===== config.mk =====
export PLATFORM = sky130hd
export DESIGN_NAME = double_ended_queue_flat
export DESIGN_NICKNAME = d
export VERILOG_FILES = /design/src/hdl/dq_pkg.sv /design/src/hdl/dq_if.sv /design/src/hdl/double_ended_queue.sv /design/src/hdl/dq_cell.sv /design/src/flat_wrapper.sv
export SDC_FILE = /design/constraint.sdc
export NUM_CORES = 1
export LEC_CHECK = 0
export BUFFER_PORTS_ARGS = -buffer_cell sky130_fd_sc_hd__buf_4
export CELL_PAD_IN_SITES_DETAIL_PLACEMENT = 1
export CELL_PAD_IN_SITES_GLOBAL_PLACEMENT = 1
export CORE_MARGIN = 5
export CORE_UTILIZATION = 40
export CTS_BUF_LIST = sky130_fd_sc_hd__clkbuf_8
export DETAILED_ROUTE_END_ITERATION = 7
export PLACE_DENSITY = 0.7
export SLEW_MARGIN = 20
export SYNTH_ARGS = -nofsm -noshare
export SYNTH_HDL_FRONTEND = slang
export SYNTH_SLANG_ARGS = --single-unit

===== constraint.sdc =====
create_clock -name clk -period 3 [get_ports clk]
set_clock_uncertainty 0.15 [all_clocks]
set_input_delay 0.15 -clock clk [delete_from_list [all_inputs] [get_ports clk]]
set_output_delay 0.15 -clock clk [all_outputs]
set_load 0.1 [all_outputs]

===== src/hdl/dq_pkg.sv =====
// Shared types, codes and sizes for the double-ended queue.
`timescale 1ns / 1ps
package dq_pkg;

  localparam int DEPTH  = 16;
  localparam int DATA_W = 32;
  localparam int OCC_W  = 5;
  localparam int CNT_W  = $clog2(DEPTH + 1);

  typedef logic [1:0]              opcode_t;
  typedef logic [1:0]              status_t;
  typedef logic signed [DATA_W-1:0] data_t;
  typedef logic [OCC_W-1:0]        occ_t;
  typedef logic [CNT_W-1:0]        cnt_t;

  localparam opcode_t OP_PUSH_REAR  = 2'd0;
  localparam opcode_t OP_POP_FRONT  = 2'd1;
  localparam opcode_t OP_PUSH_FRONT = 2'd2;
  localparam opcode_t OP_POP_REAR   = 2'd3;

  localparam status_t ST_OK    = 2'd0;
  localparam status_t ST_EMPTY = 2'd1;
  localparam status_t ST_FULL  = 2'd2;

  // Operation broadcast to every cell; at most one strobe is high.
  typedef struct packed {
    logic  push_rear;
    logic  pop_front;
    logic  push_front;
    logic  pop_rear;
    data_t push_value;
  } ctl_t;

endpackage


===== src/hdl/dq_if.sv =====
// Valid/ready channel interfaces for the queue's operation and result streams.
`timescale 1ns / 1ps
interface dq_in_if;
  logic               valid;
  logic               ready;
  dq_pkg::opcode_t    opcode;
  dq_pkg::data_t      push_value;

  modport source (output valid, output opcode, output push_value, input ready);
  modport sink   (input valid, input opcode, input push_value, output ready);
endinterface

interface dq_out_if;
  logic               valid;
  logic               ready;
  dq_pkg::data_t      pop_value;
  dq_pkg::status_t    status;
  dq_pkg::occ_t       occupancy;

  modport source (output valid, output pop_value, output status, output occupancy,
                  input ready);
  modport sink   (input valid, input pop_value, input status, input occupancy,
                  output ready);
endinterface


===== src/hdl/double_ended_queue.sv =====
// Top level of the double-ended queue: cell row, operation decode and result register.
`timescale 1ns / 1ps
// Bounded deque of signed 32-bit entries (dq_pkg::DEPTH of them).
// in_ch carries one operation per transfer: opcode (push rear, pop front,
// push front, pop rear) and push_value. out_ch returns exactly one result
// per operation: pop_value, status (ok / empty / full) and occupancy after
// the operation.
// Storage is a row of identical cells. Entries sit packed from cell 0
// (front) upward; a front push or pop shifts the whole row by one cell,
// a rear push fills the first empty cell, and a rear pop
// clears the last full one. The rear entry is picked out by an OR of the
// per-cell tail taps.
// The result is loaded into the output register on the operation
// transfer. Throughput: one operation every cycle while out_ch takes
// results, as the whole cell row updates on each transfer.
// Reset (synchronous, rst_n low) empties the queue: all cell valid flags
// and the count clear, the output register goes invalid.
// Stall: while a result waits and out_ch.ready is low, in_ch.ready drops;
// when out_ch.ready is high a new operation is taken in the same cycle the
// waiting result leaves.
module double_ended_queue (
  input  logic     clk,
  input  logic     rst_n,
  dq_in_if.sink    in_ch,
  dq_out_if.source out_ch
);

  localparam int DEPTH = dq_pkg::DEPTH;

  // Cell row
  logic [DEPTH-1:0] vld;
  dq_pkg::data_t    val      [DEPTH];
  dq_pkg::data_t    tail_val [DEPTH];
  dq_pkg::ctl_t     ctl;

  // Decode
  logic          in_fire;
  logic          is_push;
  logic          q_full;
  logic          q_empty;
  logic          op_ok;
  dq_pkg::data_t tail_or;

  // Count and result register
  dq_pkg::cnt_t    cnt_r, cnt_nxt;
  logic            out_valid_r, out_valid_nxt;
  dq_pkg::data_t   out_pop_r, out_pop_nxt;
  dq_pkg::status_t out_status_r, out_status_nxt;
  dq_pkg::occ_t    out_occ_r, out_occ_nxt;

  // Take a new operation whenever the result slot is free or draining.
  assign in_ch.ready = !out_valid_r || out_ch.ready;
  assign in_fire     = in_ch.valid && in_ch.ready;

  assign is_push = (in_ch.opcode == dq_pkg::OP_PUSH_REAR) ||
                   (in_ch.opcode == dq_pkg::OP_PUSH_FRONT);
  assign q_full  = vld[DEPTH-1];
  assign q_empty = !vld[0];
  assign op_ok   = is_push ? !q_full : !q_empty;

  // Strobes go only to operations that change state.
  assign ctl.push_rear  = in_fire && op_ok && (in_ch.opcode == dq_pkg::OP_PUSH_REAR);
  assign ctl.pop_front  = in_fire && op_ok && (in_ch.opcode == dq_pkg::OP_POP_FRONT);
  assign ctl.push_front = in_fire && op_ok && (in_ch.opcode == dq_pkg::OP_PUSH_FRONT);
  assign ctl.pop_rear   = in_fire && op_ok && (in_ch.opcode == dq_pkg::OP_POP_REAR);
  assign ctl.push_value = in_ch.push_value;

  for (genvar i = 0; i < DEPTH; i++) begin : g_cell
    dq_pkg::data_t lv, rv;
    logic          lvd, rvd;

    // Head cell's left neighbor is the incoming value, always valid.
    if (i == 0) begin : g_head
      assign lv  = ctl.push_value;
      assign lvd = 1'b1;
    end else begin : g_left
      assign lv  = val[i-1];
      assign lvd = vld[i-1];
    end

    // Past the last cell nothing is held.
    if (i == DEPTH - 1) begin : g_last
      assign rv  = '0;
      assign rvd = 1'b0;
    end else begin : g_right
      assign rv  = val[i+1];
      assign rvd = vld[i+1];
    end

    dq_cell u_cell (
      .clk       (clk),
      .rst_n     (rst_n),
      .ctl       (ctl),
      .left_val  (lv),
      .left_vld  (lvd),
      .right_val (rv),
      .right_vld (rvd),
      .val       (val[i]),
      .vld       (vld[i]),
      .tail_val  (tail_val[i])
    );
  end

  // Only the rear cell drives a nonzero tap.
  always_comb begin
    tail_or = '0;
    for (int i = 0; i < DEPTH; i++) begin
      tail_or = tail_or | tail_val[i];
    end
  end

  always_comb begin
    cnt_nxt        = cnt_r;
    out_pop_nxt    = '0;
    out_status_nxt = dq_pkg::ST_OK;
    if (is_push) begin
      if (q_full) begin
        out_status_nxt = dq_pkg::ST_FULL;
      end else begin
        cnt_nxt = cnt_r + dq_pkg::cnt_t'(1);
      end
    end else begin
      if (q_empty) begin
        out_status_nxt = dq_pkg::ST_EMPTY;
      end else begin
        cnt_nxt     = cnt_r - dq_pkg::cnt_t'(1);
        out_pop_nxt = (in_ch.opcode == dq_pkg::OP_POP_FRONT) ? val[0] : tail_or;
      end
    end
    out_occ_nxt = dq_pkg::occ_t'(cnt_nxt);
  end

  always_comb begin
    if (in_fire) begin
      out_valid_nxt = 1'b1;
    end else if (out_ch.ready) begin
      out_valid_nxt = 1'b0;
    end else begin
      out_valid_nxt = out_valid_r;
    end
  end

  always_ff @(posedge clk) begin
    if (!rst_n) begin
      cnt_r       <= '0;
      out_valid_r <= 1'b0;
    end else begin
      out_valid_r <= out_valid_nxt;
      if (in_fire) begin
        cnt_r <= cnt_nxt;
      end
    end
  end

  // Result payload, loaded on each operation transfer.
  always_ff @(posedge clk) begin
    if (in_fire) begin
      out_pop_r    <= out_pop_nxt;
      out_status_r <= out_status_nxt;
      out_occ_r    <= out_occ_nxt;
    end
  end

  assign out_ch.valid     = out_valid_r;
  assign out_ch.pop_value = out_pop_r;
  assign out_ch.status    = out_status_r;
  assign out_ch.occupancy = out_occ_r;

`ifndef SYNTHESIS
  // Cell valid flags always agree with the entry count.
  a_cnt_matches_cells: assert property (@(posedge clk) disable iff (!rst_n)
    $countones(vld) == int'(cnt_r))
    else $error("cell valid flags disagree with entry count");

  // Occupied cells stay packed against the front.
  a_cells_packed: assert property (@(posedge clk) disable iff (!rst_n)
    ((vld >> 1) & ~vld) == '0)
    else $error("gap in occupied cells");

  // A dropped push leaves the count untouched.
  a_full_push_holds: assert property (@(posedge clk) disable iff (!rst_n)
    in_fire && is_push && q_full |=> $stable(cnt_r))
    else $error("push on full queue changed the count");

  // A waiting result reports the current count.
  a_occ_tracks_cnt: assert property (@(posedge clk) disable iff (!rst_n)
    out_valid_r |-> out_occ_r == dq_pkg::occ_t'(cnt_r))
    else $error("reported occupancy differs from count");

  // Failed operations return zero.
  a_fail_zero: assert property (@(posedge clk) disable iff (!rst_n)
    out_valid_r && out_status_r != dq_pkg::ST_OK |-> out_pop_r == '0)
    else $error("failed operation returned a value");
`endif

endmodule


===== src/hdl/dq_cell.sv =====
// One storage cell of the shifting deque: holds an entry and trades with neighbors.
`timescale 1ns / 1ps
module dq_cell (
  input  logic          clk,
  input  logic          rst_n,
  input  dq_pkg::ctl_t  ctl,
  input  dq_pkg::data_t left_val,
  input  logic          left_vld,
  input  dq_pkg::data_t right_val,
  input  logic          right_vld,
  output dq_pkg::data_t val,
  output logic          vld,
  output dq_pkg::data_t tail_val
);

  dq_pkg::data_t val_r, val_nxt;
  logic          vld_r, vld_nxt;

  always_comb begin
    val_nxt = val_r;
    vld_nxt = vld_r;
    if (ctl.push_front) begin
      val_nxt = left_val;
      vld_nxt = left_vld;
    end else if (ctl.pop_front) begin
      val_nxt = right_val;
      vld_nxt = right_vld;
    end else if (ctl.push_rear) begin
      // first empty cell takes the value
      if (!vld_r && left_vld) begin
        val_nxt = ctl.push_value;
        vld_nxt = 1'b1;
      end
    end else if (ctl.pop_rear) begin
      if (vld_r && !right_vld) begin
        vld_nxt = 1'b0;
      end
    end
  end

  always_ff @(posedge clk) begin
    val_r <= val_nxt;
  end

  always_ff @(posedge clk) begin
    if (!rst_n) begin
      vld_r <= 1'b0;
    end else begin
      vld_r <= vld_nxt;
    end
  end

  assign val      = val_r;
  assign vld      = vld_r;
  assign tail_val = (vld_r && !right_vld) ? val_r : '0;

endmodule


===== src/flat_wrapper.sv =====
// flat-port wrapper written by rule: the top's interface ports become plain ports
module double_ended_queue_flat 
  (clk, rst_n, in_ch_valid, in_ch_opcode, in_ch_push_value, in_ch_ready, out_ch_valid, out_ch_pop_value, out_ch_status, out_ch_occupancy, out_ch_ready);
  dq_in_if in_ch_i ();
  dq_out_if out_ch_i ();
  input  logic clk;
  input  logic rst_n;
  input wire logic [$bits(in_ch_i.valid)-1:0] in_ch_valid;
  input wire logic [$bits(in_ch_i.opcode)-1:0] in_ch_opcode;
  input wire logic [$bits(in_ch_i.push_value)-1:0] in_ch_push_value;
  output wire logic [$bits(in_ch_i.ready)-1:0] in_ch_ready;
  output wire logic [$bits(out_ch_i.valid)-1:0] out_ch_valid;
  output wire logic [$bits(out_ch_i.pop_value)-1:0] out_ch_pop_value;
  output wire logic [$bits(out_ch_i.status)-1:0] out_ch_status;
  output wire logic [$bits(out_ch_i.occupancy)-1:0] out_ch_occupancy;
  input wire logic [$bits(out_ch_i.ready)-1:0] out_ch_ready;
  assign in_ch_i.valid = in_ch_valid;
  assign in_ch_i.opcode = in_ch_opcode;
  assign in_ch_i.push_value = in_ch_push_value;
  assign in_ch_ready = in_ch_i.ready;
  assign out_ch_valid = out_ch_i.valid;
  assign out_ch_pop_value = out_ch_i.pop_value;
  assign out_ch_status = out_ch_i.status;
  assign out_ch_occupancy = out_ch_i.occupancy;
  assign out_ch_i.ready = out_ch_ready;
  double_ended_queue u_core (.clk(clk), .rst_n(rst_n), .in_ch(in_ch_i), .out_ch(out_ch_i));
endmodule

---- Word-level counts from Yosys, hierarchy flattened ----
Index checks and enable logic that the tools add are counted.
Widths: inputs -> output; s select.
word-level totals
  bits in registers ....................... 573
  bits of input ports ..................... 38
  output and inout bits ................... 41
  word-level logic and storage cells ...... 364
operators by class
  add/subtract/negate cells ............... 2
  eq/ne operators ......................... 19
  mux-type cells .......................... 184
  bitwise logic cells ..................... 16
  reductions and logical operators ........ 106
operators with widths
  kind                 count
  $mux 32              81
  $or 32x32->32        15
  $mux 1               98
  $reduce_bool 4->1    16
  $ne 4x4->1 const B   15
  $reduce_bool 3->1    16
  $reduce_and 3->1     14
  $reduce_and 2->1     18
  $logic_and 1x1->1    21
  $logic_not 1->1      16
  $mux 5               3
  $add 5x1->5 const B  1
  $sub 5x1->5 const B  1
  $eq 2x2->1 const B   2
  $mux 2               2
  $ne 3x1->1 const B   1
  $eq 2x1->1 const B   1
  $logic_not 2->1      1
  $logic_or 1x1->1     2
  $reduce_bool 2->1    1
  $reduce_or 2->1      1
  $not 1->1            1

---- Longest topological paths before layout ----
Gate-level depths: netlist of the first run.
  depth after elaboration ................. 19
  mapped depth ............................ 9
  gate-level depth less buffers ........... 6

---- Modules after synthesis ----
A second synthesis of the first run with hierarchy kept.
second synthesis, totals
  cells, all modules ...................... 3,310
  area, all modules ....................... 34,403.0 µm²
modules (own cells, without submodules)
  module              instances  cells each  area each (µm²)
  dq_cell             16         186         1,960.6
  double_ended_queue  1          334         3,032.9

---- Worst setup path before layout of the first run ----
OpenSTA, ideal clock, no wires.
  kind .................................... flip-flop to flip-flop
  from .................................... register u_core.out_valid_r (netlist: u_core.out_ch.valid)
  to ...................................... register u_core.g_cell[0].u_cell.val_r[0] (enable)
  data arrival time ....................... 3.472 ns
  data required time ...................... 2.418 ns
  path slack .............................. -1.053 ns
  stages on the path, launching flop included .. 6
  buffers on the path ..................... 1
  cell sequence ........................... dfxtp_1 nor2b_2 inv_2 o2111ai_1 buf_2 a21oi_1
between the ends
  cells in the longest elaborated chain, start to end .. 7
  elaborated cells between the ends (all ways) .. 10
  classes of those cells .................. 1 x eq/ne; 9 x reduce/logical
RTL lines
  what                                                              RTL line                                                                      text
  from (decl)                                                       double_ended_queue.sv:46                                                      logic out_valid_r, out_valid_nxt;
  from (signal assigned)                                            double_ended_queue.sv:148                                                     out_valid_r <= out_valid_nxt;
  $logic_not 1->1 (*)                                               double_ended_queue.sv:52                                                      assign in_ch.ready = !out_valid_r || out_ch.ready;
  $logic_or 1x1->1 (*)                                              double_ended_queue.sv:52
  named net in_ch_ready                                             flat_wrapper.sv:11                                                            output wire logic [$bits(in_ch_i.ready)-1:0] in_ch_ready;
  $logic_and 1x1->1 (*)                                             double_ended_queue.sv:53                                                      assign in_fire = in_ch.valid && in_ch.ready;
  $logic_and 1x1->1 (*)                                             double_ended_queue.sv:62, double_ended_queue.sv:63, double_ended_queue.sv:64
  $logic_and 1x1->1, on equally long branches                       double_ended_queue.sv:64, double_ended_queue.sv:62, double_ended_queue.sv:63
  $ne 3x1->1 (no source line) or $reduce_bool 3->1 (tied branches)  n/a
  $reduce_and 2->1 (no source line) (*)                             n/a
  to (signal assigned)                                              dq_cell.sv:42                                                                 val_r <= val_nxt;
  to (decl)                                                         dq_cell.sv:16                                                                 dq_pkg::data_t val_r, val_nxt;
Mark *: on every way through the listed nets, which the timed path passes. The rest lies on a longest branch.
A chain may end at the register's enable or synchronous reset.

---- Final worst setup path of the first run ----
  from .................................... register u_core.out_valid_r (netlist: u_core.out_ch.valid)
  to ...................................... register u_core.g_cell[11].u_cell.val_r[27], data pin
between the ends
  cells in the longest elaborated chain, start to end .. 7
  elaborated cells between the ends (all ways) .. 8
  classes of those cells .................. 2 x mux; 6 x reduce/logical
RTL lines
  what                                            RTL line                                            text
  $logic_not 1->1 (*)                             double_ended_queue.sv:52
  $logic_or 1x1->1 (*)                            double_ended_queue.sv:52
  $logic_and 1x1->1 (*)                           double_ended_queue.sv:53
  $logic_and 1x1->1 (*)                           double_ended_queue.sv:63, double_ended_queue.sv:64
  $logic_and 1x1->1                               double_ended_queue.sv:63                            assign ctl.pop_front = in_fire && op_ok && (in_ch.opcode == dq_pkg::OP_POP_FRONT);
  $mux 32                                         dq_cell.sv:25                                       end else if (ctl.pop_front) begin
  $mux 32 (*)                                     dq_cell.sv:22                                       if (ctl.push_front) begin
  named net u_core.g_cell[11].u_cell.val_nxt[27]  dq_cell.sv:16
  to (signal assigned)                            dq_cell.sv:42
  to (decl)                                       dq_cell.sv:16
Marked as above.

==> out/summary.txt, run 1 <==
Hold crit path type -> primary input to flop
Clk pin slew, worst setup/hold paths -> 60 ps
Non-Filler Instances -> 3025
TritonCTS Buffers -> 96
Avg Inst Size Synth -> 14.3 µm²
Maximum number of pins on one net before global-route repair -> 228
Hold Fails Final Rpt -> 0
Post-synth EDFFs -> 551
Top post-synthesis cells by count -> edfxtp_1, a221o_1, a22oi_1
Cell area after synthesis -> 28100 µm²
Leakage power -> 0.0107 µW
First-pass GRT wire length -> 148 mm
Setup CP Type -> flop to flop
# Max-Cap Violations -> 0
WL final -> 103 mm
HPWL Detailed -> 58.5 mm
Share of the synthesized area in the top cell type -> 58.9%
Largest area contributor in the netlist -> edfxtp_1
VDD IR max -> 0.000281 V
IO Pins -> 79
CORE AREA -> 69800 µm²
Max_slew headroom -> 18.6%
Startpoint types -> flop
Crit path DAT -> 3170 ps
Post-CTS Setup Inserts -> 0
Worst EP required -> 3280 ps
#FFs+latches synth -> 573
RSZ-0062 raised after global routing -> false
Total gr overflow -> 0
Sequential share of the synthesized area -> 60.5%
Count leader, synth -> edfxtp_1
Cts repair resizes -> 0
Vias in the first global route -> 21700
H-tree depth -> 3
Dominant cells by area after synthesis -> edfxtp_1, a221o_1, a22oi_1
# clock sinks -> 573
CP endpoint kind -> flop
Clock Latency Late Sink -> 720 ps
Status -> complete, no violations
Fin nets -> 2048
Via Count -> 21800
Count of cell types in the netlist -> 60
Endpoints failing setup -> 0
Die Wd -> 275 µm
Placed cell count -> 2810
Slew of the pin with the lowest slew margin -> 1220 ps
Final Max Slew Viols -> 0
Yosys warns -> 0
Average wire per standard cell -> 33.9 µm
# rows -> 97
Final period util -> 96.3%
Final WS setup -> 112 ps
CTS tree -> built
Port buffer count -> 78
Clock root buffer -> clkbuf_8
Setup_tns -> 0 ps
Layout area overhead -> 13.1%
Post-Syn Nets -> 1997
Iteration-0 DRC Markers -> 2794
Die Area -> 75600 µm²
Fraction of registers with async set or reset after synthesis -> 0%
Hold buffers post-CTS -> 40
Period minus WS final -> 2890 ps
Vias/cell -> 7.21
DRC viols -> 0
All-layer global routing usage -> 25.9%
Post-route ant nets -> 0
CTS Buffer Depth -> 3
Die Ht -> 275 µm
Syn Inst Count -> 1957
Initial antenna violation count -> 3
Pwr/cell area -> 599 nW/µm²
Initial Utilization -> 40.2%
F_max -> 346 MHz
Ys flop type -> edfxtp_1
Gpl congestion -> 0.839
Placement Setup Slack -> 293 ps
Share of layout cells above drive strength 1 -> 20.1%
First drt pass iteration count -> 6
CP max FO -> 221
==> sequential cells by signal (all words and copies together), names as in the netlist <==
name	cells
u_core.out_ch.valid	1
u_core.cnt_r	5
u_core.out_ch.status	2
u_core.g_cell.u_cell.vld	16
u_core.out_ch.pop_value	32
u_core.out_ch.occupancy	5
u_core.g_cell.u_cell.val	512
==> critical path: stages (launching register included) <==
cell and delay [ps]:
dfxtp_2 320, nor2b_2 320, inv_6 120, o211ai_4 120, buf_4 310, nor3_4 90, buf_12 240, a221o_1 590
==> where the power goes <==
part | switching, µW | leakage [µW] | internal, µW
Clock | 3360 | 0.00100 | 3200
Combinational | 1770 | 0.00442 | 1010
Sequential | 359 | 0.00530 | 9320
Total | 5490 | 0.0107 | 13500
==> per-layer routing <==
layer	share of wire [%]	up-vias	global-route usage (%)
met3	10	280	6.00
met1	39	11200	34.6
met4	4.0	0	10.6
li1	-	8713	-
met5	0	-	0
met2	46	1582	41.0
==> metrics by stage <==
step	hold slack, ps	cell area, µm²	utilization [%]	power [µW]
finish	151	31800	45.5	19000
global route	152	31700	45.5	19600
CTS	108	31700	45.5	19000
detailed placement	310	29600	42.5	12500
global placement	312	29600	42.5	12400
floorplan	133	28200	-	11500
==> cells by family (layout without fill, tap and decap cells) <==
kind of cell	Yosys count	count (layout)	share of synthesized area [%]
adders and majority gates	2	2	0.0891
xor gates and xnor gates	6	6	0.187
DFF	573	573	60.5
muxes	32	32	1.28
other	0	4	0
AOI/OAI and AO/OA	856	856	27.1
buffers and inverters	280	404	5.70
and+or+nand+nor	208	208	5.09
==> cell type report <==
cell class                      count  area, µm²
Tap cell                          940       1180
Timing Repair Buffer              216       2050
Inverter                           17       68.8
Antenna cell                        4       10.0
Multi-Input combinational cell   1104       9750
Clock inverter                     69        309
Clock buffer                      102       1400
Fill cell                        6882      38000
Sequential cell                   573      17000
==> placed cells by master, fill, tap and decap left out, types with 17 or more instances in the layout <==
cell	n
buf_4	150
a221oi_1	43
nand4_1	27
clkinv_1	21
and3b_1	23
a22o_1	21
a21oi_1	29
a22oi_1	169
buf_12	26
mux2_2	32
o21ai_0	25
a221o_1	448
dlygate4sd3_1	40
nor2_4	17
clkbuf_8	102
a21o_1	32
dfxtp_1	20
and3_4	30
nor2_1	25
inv_1	48
edfxtp_1	551
==> final timing paths <==
check / startpoint / end / slack [ps] / depth (start not counted)
setup / recovery: u_core.out_ch.valid$_SDFFE_PN0P_ / u_core.g_cell[11].u_cell.val[27]$_DFFE_PP_ / 110 / 7
hold / removal: in_ch_push_value[15] / u_core.g_cell[0].u_cell.val[15]$_DFFE_PP_ / 150 / 3
setup reg to reg: u_core.out_ch.valid$_SDFFE_PN0P_ / u_core.g_cell[11].u_cell.val[27]$_DFFE_PP_ / 110 / 7
hold reg to reg: u_core.g_cell[14].u_cell.vld$_SDFFE_PN0P_ / u_core.g_cell[15].u_cell.vld$_SDFFE_PN0P_ / 390 / 2
(Power assumes the default switching activity.)
==> run 2: changes to the inputs <==
--- a/config.mk
+++ b/config.mk
@@ -12,7 +12,7 @@
 export CORE_UTILIZATION = 40
 export CTS_BUF_LIST = sky130_fd_sc_hd__clkbuf_8
 export DETAILED_ROUTE_END_ITERATION = 7
-export PLACE_DENSITY = 0.7
+export PLACE_DENSITY = 0.78
 export SLEW_MARGIN = 20
 export SYNTH_ARGS = -nofsm -noshare
 export SYNTH_HDL_FRONTEND = slang
==> run 2 against run 1 <==
- die area did not move
- global-route usage fell by 0.63 points
- sequential share of layout area fell by 0.44 points
- first-iteration DRC count rose by 36%
- count of clock-buffer cells in the layout fell by 5
- via count rose by 1.4%
- power rose by 2.1%
- combinational power barely moved
- final cell count barely moved
- cell area rose by 0.83%
- register-to-register slack improved by 150 ps
- critical endpoint is now u_core.g_cell[3].u_cell.val[19]$_DFFE_PP_
==> out/summary.txt, run 2 (synthesized netlist as in run 1, its figures left out) <==
Crit path DAT -> 3140 ps (-30 ps)
Comb pwr share -> 14.5% (about the same)
Pwr/cell area -> 607 nW/µm² (+1.3%)
RSZ-0062 raised after global routing -> false
Switching share of power -> 28.5% (-0.38 points)
Status -> complete, no violations
Clock root buffer -> clkbuf_8
Gpl congestion -> 0.846 (+0.94%)
Port buffer count -> 78 (unchanged)
HPWL Detailed -> 56.0 mm (-4.2%)
Initial antenna violation count -> 2 (-1)
First-pass GRT wire length -> 145 mm (-1.7%)
Via Count -> 22100 (+1.4%)
Fin nets -> 2049 (+0.049%)
Commonest non-fill, non-tap cell in the layout -> edfxtp_1
# rows -> 97 (unchanged)
First drt pass iteration count -> 6 (unchanged)
Iteration-0 DRC Markers -> 3809 (+36%)
Die Area -> 75600 µm² (unchanged)
Post-route ant nets -> 0 (unchanged)
Cells on worst reg2reg path -> 6 (-1)
Startpoint types -> flop
Final Max Slew Viols -> 0 (unchanged)
Setup CP Type -> flop to flop
WL final -> 101 mm (-1.7%)
Worst hold stages -> 3 (unchanged)
Vias in the first global route -> 22000 (+1.4%)
IO Pins -> 79 (unchanged)
DRC viols -> 0 (unchanged)
VDD IR max -> 0.000318 V (+13%)
Net Sw Power -> 5530 µW (+0.74%)
Hold Fails Final Rpt -> 0 (unchanged)
Maximum number of pins on one net before global-route repair -> 253 (+11%)
CTS Buffer Depth -> 3 (unchanged)
F_max -> 365 MHz (+5.4%)
Clock Latency Late Sink -> 710 ps (about the same)
Commonest cells after routing, fill and taps aside -> edfxtp_1, a221o_1, a22oi_1
Clock network fraction of design power -> 35.7% (+1.2 points)
Share of layout cells above drive strength 1 -> 20.6% (+0.49 points)
CTS tree -> built
Final period util -> 91.4% (-4.9 points)
Setup_tns -> 0 ps (unchanged)
TritonCTS Buffers -> 95 (-1.0%)
Final WS setup -> 259 ps (+147 ps)
H-tree depth -> 3 (unchanged)
Initial Utilization -> 40.2% (unchanged)
CORE AREA -> 69800 µm² (unchanged)
Average wire per standard cell -> 33.3 µm (-1.8%)
# fillers -> 6887 (+0.073%)
Internal cell power -> 13900 µW (+2.7%)
Max_slew headroom -> 36.9% (+18 points)
CP endpoint kind -> flop
Die Wd -> 275 µm (unchanged)
Clk pin slew, worst setup/hold paths -> 60 ps (about the same)
# Max-Cap Violations -> 0 (unchanged)
Leakage power -> 0.0108 µW (+0.83%)
All-layer global routing usage -> 25.3% (-0.63 points)
Period minus WS final -> 2740 ps (-147 ps)
Layout area overhead -> 14.1%
CP max FO -> 188 (-15%)
Total gr overflow -> 0 (unchanged)
Placement Setup Slack -> 386 ps (+92.6 ps)
Sequential group share of total power -> 49.8% (-1.1 points)
# clock sinks -> 573 (unchanged)
Worst EP required -> 3400 ps (+120 ps)
Endpoints failing setup -> 0 (unchanged)
Hold crit path type -> primary input to flop
Vias/cell -> 7.32 (+1.4%)
Max reg flops -> 512 (unchanged)
Die Ht -> 275 µm (unchanged)
Slew of the pin with the lowest slew margin -> 946 ps (-276 ps)
## run 2: final cells by class
class | instances | area (µm²) | share of cell area (%)
Multi-Input combinational cell | 1104 | 9750 | 30.5
Antenna cell | 1 | 2.50 | 0.00782
Clock buffer | 97 | 1340 | 4.17
Sequential cell | 573 | 17000 | 53.1
Clock inverter | 76 | 492 | 1.54
Inverter | 17 | 68.8 | 0.215
Tap cell | 940 | 1180 | 3.67
Timing Repair Buffer | 218 | 2200 | 6.89
## run 2: per-stage QoR
stage / power (µW) / utilization (%) / std cells / cell area [µm²] / hold slack (ps)
CTS: 19400 / 45.8 / 3024 / 32000 / 116
global route: 20000 / 45.9 / 3026 / 32000 / 156
detailed placement: 12500 / 42.7 / 2812 / 29800 / 315
global placement: 12300 / 42.7 / 2812 / 29800 / 302
finish: 19400 / 45.9 / 3026 / 32000 / 153
floorplan: 11500 / - / 1957 / 28200 / 133
## run 2: worst paths after layout
check | start | to | slack [ps]
hold / removal | in_ch_push_value[15] | u_core.g_cell[0].u_cell.val[15]$_DFFE_PP_ | 150
setup reg to reg | u_core.g_cell[15].u_cell.vld$_SDFFE_PN0P_ | u_core.g_cell[3].u_cell.val[19]$_DFFE_PP_ | 260
setup / recovery | u_core.g_cell[15].u_cell.vld$_SDFFE_PN0P_ | u_core.g_cell[3].u_cell.val[19]$_DFFE_PP_ | 260
hold reg to reg | u_core.g_cell[14].u_cell.vld$_SDFFE_PN0P_ | u_core.g_cell[15].u_cell.vld$_SDFFE_PN0P_ | 400
## run 2: power groups by stage
stage / sequential (µW) / combinational (µW) / clock [µW]
after detailed placement: 9810 / 2670 / 0
after global routing: 9690 / 2890 / 7400
after CTS: 9650 / 2730 / 7000
after global placement: 9790 / 2560 / 0
after floorplan: 9930 / 1570 / 0
final: 9670 / 2810 / 6940
## run 2: layer usage
metal	global-route usage (%)	up-vias	share of wire, %
met4	11.3	0	4.6
met3	7.24	336	13
met5	0	-	0
met1	33.5	11200	38
li1	-	8723	-
met2	38.9	1907	45
## run 2: repair_timing
item	in CTS	in global routing
setup buffers	0	0
hold buffers	39	0
gates resized for setup	0	0
endpoints found under the hold margin	508	0
## run 2: critical path: stages, from the launching register on
cell,delay [ps]
dfxtp_2,330
nor2_4,280
o211ai_4,170
nor3_4,250
buf_12,320
buf_16,530
a221o_1,290
